==> config.mk <==
export PLATFORM = sky130hd
export DESIGN_NAME = stbs_ctrl
export DESIGN_NICKNAME = d
export VERILOG_FILES = /design/src/stbs_pkg.sv /design/src/stbs_ctrl.sv
export SDC_FILE = /design/constraint.sdc
export NUM_CORES = 1
export LEC_CHECK = 0
export BUFFER_PORTS_ARGS = -buffer_cell sky130_fd_sc_hd__buf_2
export CAP_MARGIN = 25
export CORE_AREA = 2 2 39 41
export DETAILED_ROUTE_END_ITERATION = 8
export DIE_AREA = 0 0 41 43
export PLACE_DENSITY_LB_ADDON = 0.1
export SYNTH_ARGS = -nofsm -noshare
export SYNTH_HDL_FRONTEND = slang
export SYNTH_SLANG_ARGS = --single-unit
==> constraint.sdc <==
create_clock -name clk -period 3.3 [get_ports clk]
set_clock_uncertainty 0.2 [all_clocks]
set_input_delay 0.495 -clock clk [delete_from_list [all_inputs] [get_ports clk]]
set_output_delay 0.495 -clock clk [all_outputs]
set_load 0.01 [all_outputs]
==> src/stbs_pkg.sv <==
// types and constants of the sorted table search block
// no dependencies; used by every module of the block
package stbs_pkg;

  localparam int TABLE_DEPTH = 1024;
  localparam int KEY_WIDTH   = 32;
  localparam int ADDR_W      = $clog2(TABLE_DEPTH);
  localparam int COUNT_W     = 11;
  localparam int POS_W       = 10;
  localparam int CFG_IDX_W   = 1;
  localparam int CFG_DATA_W  = 11;

  localparam logic [CFG_IDX_W-1:0] CFG_ENTRY_COUNT    = 1'd0;
  localparam logic [CFG_IDX_W-1:0] CFG_SIGNED_COMPARE = 1'd1;

  localparam logic OP_WRITE  = 1'b0;
  localparam logic OP_SEARCH = 1'b1;

  typedef enum logic [2:0] {
    MODE_ANY      = 3'd0,
    MODE_LOW_EQ   = 3'd1,
    MODE_HIGH_EQ  = 3'd2,
    MODE_LOWER    = 3'd3,
    MODE_UPPER    = 3'd4
  } mode_t;

  typedef struct packed {
    logic             op;
    logic [2:0]       search_mode;
    logic [POS_W-1:0] write_position;
    logic [31:0]      key_value;
  } in_item_t;

  typedef struct packed {
    logic               found;
    logic [COUNT_W-1:0] result_index;
  } out_item_t;

  // controller to datapath
  typedef struct packed {
    logic wr;
    logic load;
    logic probe;
    logic step;
    logic bound_done;
    logic final_rd;
    logic final_chk;
    logic out_load;
  } dp_cmd_t;

  // datapath to controller
  typedef struct packed {
    logic span_zero;
    logic eq;
    logic mode_any;
    logic mode_bound;
    logic mode_eq_chk;
    logic final_ok;
  } dp_sts_t;

endpackage

==> src/stbs_ctrl.sv <==
// controller: sequences write items, probes and the final equality check
// depends on stbs_pkg
module stbs_ctrl (
  input  logic                clk,
  input  logic                rst_n,
  input  logic                in_valid,
  output logic                in_stall,
  input  stbs_pkg::in_item_t  in_data,
  output logic                out_valid,
  input  logic                out_stall,
  output stbs_pkg::dp_cmd_t   cmd,
  input  stbs_pkg::dp_sts_t   sts
);

  typedef enum logic [2:0] {
    ST_IDLE,
    ST_PROBE,
    ST_CMP,
    ST_FIN_CMP,
    ST_DONE
  } state_t;

  state_t state_r;
  state_t state_nxt;
  logic   out_valid_r;
  logic   out_valid_nxt;
  logic   accept;

  assign in_stall = (state_r != ST_IDLE);
  assign accept   = in_valid && (state_r == ST_IDLE);

  always_comb begin
    cmd           = '0;
    state_nxt     = state_r;
    out_valid_nxt = out_valid_r && out_stall;
    case (state_r)
      ST_IDLE: begin
        if (accept) begin
          if (in_data.op == stbs_pkg::OP_WRITE) begin
            cmd.wr = 1'b1;
          end else begin
            cmd.load = 1'b1;
            // unknown modes answer not found right away
            state_nxt = (in_data.search_mode > stbs_pkg::MODE_UPPER) ? ST_DONE : ST_PROBE;
          end
        end
      end
      ST_PROBE: begin
        if (!sts.span_zero) begin
          cmd.probe = 1'b1;
          state_nxt = ST_CMP;
        end else if (sts.mode_bound) begin
          cmd.bound_done = 1'b1;
          state_nxt      = ST_DONE;
        end else if (sts.mode_eq_chk && sts.final_ok) begin
          cmd.final_rd = 1'b1;
          state_nxt    = ST_FIN_CMP;
        end else begin
          state_nxt = ST_DONE;
        end
      end
      ST_CMP: begin
        cmd.step  = 1'b1;
        state_nxt = (sts.mode_any && sts.eq) ? ST_DONE : ST_PROBE;
      end
      ST_FIN_CMP: begin
        cmd.final_chk = 1'b1;
        state_nxt     = ST_DONE;
      end
      ST_DONE: begin
        // wait for the output register to free up
        if (!out_valid_r || !out_stall) begin
          cmd.out_load  = 1'b1;
          out_valid_nxt = 1'b1;
          state_nxt     = ST_IDLE;
        end
      end
      default: state_nxt = ST_IDLE;
    endcase
  end

  always_ff @(posedge clk) begin
    if (!rst_n) begin
      state_r     <= ST_IDLE;
      out_valid_r <= 1'b0;
    end else begin
      state_r     <= state_nxt;
      out_valid_r <= out_valid_nxt;
    end
  end

  assign out_valid = out_valid_r;

endmodule

==> metrics.txt, run 1 <==
Worst Slack Setup Final=1.16 ns; family with the most delay on the worst path=simple AND/OR/NAND/NOR gates; drt total wl=727 um; Buf+Inv Stages, Crit Path=1; Initial Util=18.9%; top-area cell type share of the netlist area=30.6%; Worst slew margin=67.0%; die extent in x=41 um; CP Max Fanout=7; CP Cell Sequence=nor3b_1 -> nand2_1 -> nor2_1 -> buf_2; average wire per standard cell=9.20 um; #FFs+latches synth=4; synthesized net count=93; share of layout cells above drive strength 1=41.3%; CP required=2.60 ns; post-CTS setup buffers=0; Hold Vio Cnt, Final=0; max_cap viols=0; Cell Area, Synth=262 um^2; max-slew violation count=0; clock transition at the registers of the reported paths=0.04 ns; Post-Layout Inst Area=419 um^2; final core occ=30.3%; dpl cell area=397 um^2; total gr overflow=0; Setup Slack @ Placement=1.32 ns; cell taking the most area after synthesis=dfxtp_1; Avg Cell Area, Syn=7.07 um^2; count of cell types in the netlist=16; worst skew pair latency=0.23 ns; Setup Viol. Count Final=0; Antenna Violating Nets Remaining=0; gpl congestion=0.591; clk sink count=4; CP Class=flop to output pin; n_diodes=0; Yosys warning count=0; initial antenna violation count=0; die height=43 um; Crit path largest cell delay=0.44 ns; DR vias=349; vias in the first global route=297; pin count of the biggest net entering global routing=8; HP Class=primary input to flop; critical path startpoint category=flop; CTS root buffer=clkbuf_4; Post-CTS Resized=0; global-route wire length before repair=1100 um; status=finished clean; RSZ-0062 raised after global routing=no; Cell Pwr Density=342 mW/mm^2; post-route minimum period=2.14 ns; Least-Margin Pin Slew=0.483 ns; Achievable Freq=467 MHz; H-tree depth=1; Post-Layout Cell Count=79; DRT iter0 DRCs=5; IO Pins=66; Pleak=0.236 nW; nets=121; core area=0.00138 mm^2; CTS buffer count=3; VDD IR max=0.000138 V; Mapped Cells=37; Final TNS setup=0 ns; Residual DRC=0; # port buffers=23; Critical Path End Type=output pin; post-detail-place hpwl=601 um; Max clock buf depth=2; hold slack final=0.291 ns; Slowest-stage cell, CP=nor3b_1; synth top area cells=dfxtp_1, nand2_1, and3_1; total power after layout=143 uW; die area=0.00176 mm^2; DR vias/cell=4.42; placed cells=76; Hold Buf Count CTS=0; post-synthesis sequential area ratio=30.6%; period utilization=64.9%; Area Overhead vs Synth=60.3%; all-layer global routing usage=9.45%; row count=14; crit path DAT=1.45 ns; DRT Pass-1 Iters=2; TritonCTS clock tree=yes
## power breakdown
group / switching [mW] / internal (mW) / total (mW) / leakage (nW)
Combinational: 0.0160 / 0.0159 / 0.0320 / 0.190
Clock: 0.0175 / 0.0405 / 0.0580 / 0.0138
Sequential: 0.00270 / 0.0507 / 0.0534 / 0.0325
Total: 0.0362 / 0.107 / 0.143 / 0.236
## metal layers
layer | vias to the layer above | global-route usage [%] | routed length [um] | share of wire (%)
li1 | 187 | - | - | -
met1 | 146 | 11.0 | 339 | 47
met2 | 16 | 13.1 | 326 | 45
met3 | 0 | 3.14 | 61 | 8.4
met4 | 0 | 8.00 | 0 | 0
met5 | - | 0 | 0 | 0
## cell usage in the layout, fill, tap and decap left out
master / count
and3b_1: 1
o21ai_0: 1
nand2_1: 8
buf_2: 23
clkbuf_4: 3
a2111oi_0: 1
and3_1: 4
a2bb2oi_1: 1
o32ai_1: 1
nor2b_1: 1
nor2_1: 3
nand3b_1: 1
inv_1: 2
a211o_1: 1
dfxtp_1: 4
a21oi_1: 4
nor3b_1: 2
nor3_1: 2
## cell families after synthesis
group                  share of synthesized area, %
DFF                                            30.6
buffers and inverters                          2.87
and+or+nand+nor                                43.5
AOI/OAI and AO/OA                              23.0
## final cells by class
cell class / count / area, um^2
fill: 162 / 965
tap: 16 / 20.0
clock buffer: 3 / 22.5
inverter: 2 / 7.51
multi-input combinational: 31 / 174
timing repair buffer: 23 / 115
sequential: 4 / 80.1
## synth_stat cells
cell type / instances
o32ai_1: 1
nand2_1: 8
nor2_1: 3
dfxtp_1: 4
inv_1: 2
a21oi_1: 4
nor2b_1: 1
nor3_1: 2
a2111oi_0: 1
a211o_1: 1
a2bb2oi_1: 1
and3b_1: 1
and3_1: 4
nand3b_1: 1
nor3b_1: 2
o21ai_0: 1
## sequential cells by signal (all words and copies together), names as in the netlist
| name | count |
|---|---|
| state_r | 3 |
| out_valid | 1 |
## path summary, 6_finish.rpt
check,to,slack [ns],start,cells past startpoint
worst min-delay path,state_r[1]$_SDFFE_PN0P_,0.29,sts[5],2
worst max register to register,state_r[2]$_SDFFE_PN0P_,1.62,state_r[0]$_SDFFE_PN0P_,4
worst min register to register,out_valid$_SDFF_PN0_,0.30,out_valid$_SDFF_PN0_,2
worst max-delay path,cmd[2],1.16,state_r[0]$_SDFFE_PN0P_,4
No activity file was read; power rests on OpenSTA's default activity.
==> run 2: changes to the inputs <==
--- a/config.mk
+++ b/config.mk
@@ -5,11 +5,11 @@
 export SDC_FILE = /design/constraint.sdc
 export NUM_CORES = 1
 export LEC_CHECK = 0
+export ABC_AREA = 1
 export BUFFER_PORTS_ARGS = -buffer_cell sky130_fd_sc_hd__buf_2
 export CAP_MARGIN = 25
-export CORE_AREA = 2 2 39 41
+export CORE_UTILIZATION = 23
 export DETAILED_ROUTE_END_ITERATION = 8
-export DIE_AREA = 0 0 41 43
 export PLACE_DENSITY_LB_ADDON = 0.1
 export SYNTH_ARGS = -nofsm -noshare
 export SYNTH_HDL_FRONTEND = slang
==> constraint.sdc (replaced) <==
create_clock -name clk -period 2.2 [get_ports clk]
set_clock_uncertainty 0.2 [all_clocks]
set_input_delay 0.33 -clock clk [delete_from_list [all_inputs] [get_ports clk]]
set_output_delay 0.33 -clock clk [all_outputs]
set_load 0.01 [all_outputs]
==> run 2 against run 1 <==
Sequential power up 54%. Routed wire length up 2.3%. Cell area up 12%. Critical path type unchanged. Die area down 14%. Flip-flop and latch count unchanged. Critical endpoint is now cmd[3]. Via count up 14%. Critical path depth up 1. Register-to-register slack worse by 0.73 ns. First-iteration DRC count up 20%. Power up 71%. Worst hold slack worse by 0.17 ns.
==> metrics.txt, run 2 <==
status=finished clean; post-synthesis adder-cell area fraction=0% (unchanged); max-slew violation count=0 (unchanged); vias in the first global route=287 (-3.4%); max_cap viols=0 (unchanged); average wire per standard cell=7.83 um (-15%); die extent in x=39.0 um (-4.8%); DR vias/cell=4.19 (-5.2%); Antenna Violating Nets Remaining=0 (unchanged); RSZ-0062 raised after global routing=no; Post-Layout Cell Count=95 (+20%); Avg Cell Area, Syn=5.73 um^2 (-19%); post-synthesis sequential area ratio=25.4% (-5.2 points); Layout fillers=140 (-14%); cell taking the most area after synthesis=dfxtp_1; Post-Synth XOR/XNOR Area=0% (unchanged); period utilization=79.5%; all-layer global routing usage=11.1% (+1.6 points); most frequent cells in the layout=buf_2, nand2_1, inv_1; drt total wl=744 um (+2.3%); DRT iter0 DRCs=6 (+1); Residual DRC=0 (unchanged); sw frac=31.2% (+6.0 points); CP Cell Sequence=nand2_1 -> nor2_2 -> inv_2 -> nor3_1 -> buf_2; Least-Margin Pin Slew=0.227 ns (-0.256 ns); #FFs+latches synth=4 (unchanged); largest family of logic cells by synthesized area=simple AND/OR/NAND/NOR gates; post-detail-place hpwl=619 um (+3.1%); post-synthesis mux area share=0% (unchanged); total gr overflow=0 (unchanged); gpl congestion=0.663 (+12%); Hold Buf Count CTS=0 (unchanged); Post-synth ARST share=0% (unchanged); worst skew pair latency=0.24 ns (about the same); cell count along the critical path=5 (+1); synth top area cells=dfxtp_1, nand2_1, inv_1; family with the most delay on the worst path=flip-flops; Setup Viol. Count Final=0 (unchanged); reg2reg path depth=7 (+3); nets=139 (+15%); Worst slew margin=84.8% (+18 points); die area=0.00152 mm^2 (-14%); max FFs per register=3 (unchanged); TritonCTS clock tree=yes; combinational power share=28.7% (+6.4 points); HP Class=primary input to flop; CTS buffer count=3 (unchanged); # port buffers=23 (unchanged); DRT Pass-1 Iters=4 (+2); Synth top cells by count=nand2_1, inv_1, nor2_1; row count=12 (-2); Crit Reg-Reg Startpoint=state_r[2]$_SDFFE_PN0P_; core area=0.00119 mm^2 (-14%); global-route wire length before repair=1070 um (-2.6%); clk sink count=4 (unchanged); Pint=169 uW (+57%); Top reg by flops=state_r; Critical Path Sink=cmd[3]; Clock power frac=37.8% (-2.7 points); Reg power frac=33.5% (-3.7 points); min-delay src=sts[5]; hold slack final=0.121 ns (-0.170 ns); Max clock buf depth=2 (unchanged); CP Class=flop to output pin; share of layout cells above drive strength 1=45.7% (+4.4 points); total power after layout=245 uW (+71%); r2r setup slk=0.89 ns (-0.73 ns); leading cell type in the layout, fill and taps excluded=buf_2; Critical Path End Type=output pin; clock transition at the registers of the reported paths=0.04 ns (about the same); P_sw=76.6 uW (+110%); critical path startpoint category=flop; Area Overhead vs Synth=49.2%; Mapped Cells=55 (+49%); DR vias=398 (+14%); Final TNS setup=0 ns (unchanged); Post-CTS Resized=0 (unchanged); Hold Vio Cnt, Final=0 (unchanged); CP startpoint=state_r[0]$_SDFFE_PN0P_; post-route minimum period=1.75 ns; Cell Area, Synth=315 um^2 (+21%); Pleak=0.299 nW (+27%); post-CTS setup buffers=0 (unchanged); prevailing post-synth register cell=dfxtp_1; crit path DAT=1.22 ns (-0.23 ns); EDFF count, synth=0 (unchanged); Compound-Gate Fraction of Synth Area=12.3% (-11 points); Buf+Inv Stages, Crit Path=2 (+1); CP required=1.67 ns (-0.93 ns); Achievable Freq=571 MHz; count leader, synth=nand2_1; VDD IR max=0.000330 V (+140%); initial antenna violation count=0 (unchanged); Initial Util=26.6% (+7.7 points); CTS root buffer=clkbuf_4; Post-Synth Simple-Gate Area=45.6% (+2.1 points); count of cell types in the netlist=17 (+1); Crit path largest cell delay=0.42 ns (-0.02 ns); IO Pins=66 (unchanged); n_diodes=0 (unchanged); H-tree depth=1 (unchanged); Slowest-stage cell, CP=dfxtp_1; Reg-to-Reg End=state_r[0]$_SDFFE_PN0P_; CP Max Fanout=6 (-1); synthesized net count=111 (+19%); top-area cell type share of the netlist area=25.4% (-5.2 points); pin count of the biggest net entering global routing=7 (-1); Yosys warning count=0 (unchanged); Cell Pwr Density=521 mW/mm^2 (+52%); placed cells=92 (+21%); die height=39.0 um (-9.2%)
run 2: worst min path at each step:
stage | to | slack (ns) | cells past startpoint
after detailed placement | out_valid$_SDFF_PN0_ | 0.29 | 2
after CTS | state_r[1]$_SDFFE_PN0P_ | 0.12 | 2
after global routing | state_r[1]$_SDFFE_PN0P_ | 0.12 | 2
after floorplan | state_r[1]$_SDFFE_PN0P_ | 0.23 | 1
final | state_r[1]$_SDFFE_PN0P_ | 0.12 | 2
after global placement | out_valid$_SDFF_PN0_ | 0.28 | 2
run 2: stage by stage:
stage	instance area, um^2	util [%]	setup slack (ns)
after floorplan	315	-	0.769
after global routing	470	39.7	0.343
after detailed placement	448	37.8	0.708
final	470	39.7	0.450
after global placement	448	37.8	0.704
after CTS	470	39.7	0.436
run 2: kinds of logic after synthesis:
kind of cell           count (synthesis)
and+or+nand+nor                       31
buffers and inverters                 14
AOI/OAI and AO/OA                      6
DFF                                    4
run 2: area by class of cell:
| type | instances | area [um^2] | share of cell area, % |
|---|---|---|---|
| Multi-Input combinational cell | 37 | 183 | 38.8 |
| Inverter | 14 | 52.6 | 11.2 |
| Sequential cell | 4 | 80.1 | 17.0 |
| Tap cell | 14 | 17.5 | 3.72 |
| Timing Repair Buffer | 23 | 115 | 24.5 |
| Clock buffer | 3 | 22.5 | 4.79 |
run 2: per-layer routing:
layer | track usage, % | routed length, um | vias up
met3 | 8.67 | 86 | 0
met2 | 15.8 | 284 | 22
li1 | - | - | 220
met1 | 12.7 | 374 | 156
met5 | 0 | 0 | -
met4 | 2.59 | 0 | 0
run 2: power groups by stage:
| stage | clock, mW | combinational, mW | sequential, mW |
|---|---|---|---|
| after detailed placement | 0 | 0.0716 | 0.0831 |
| after floorplan | 0 | 0.0442 | 0.0827 |
| after global placement | 0 | 0.0713 | 0.0830 |
| final | 0.0926 | 0.0705 | 0.0821 |
| after CTS | 0.0968 | 0.0719 | 0.0820 |
| after global routing | 0.105 | 0.0796 | 0.0828 |
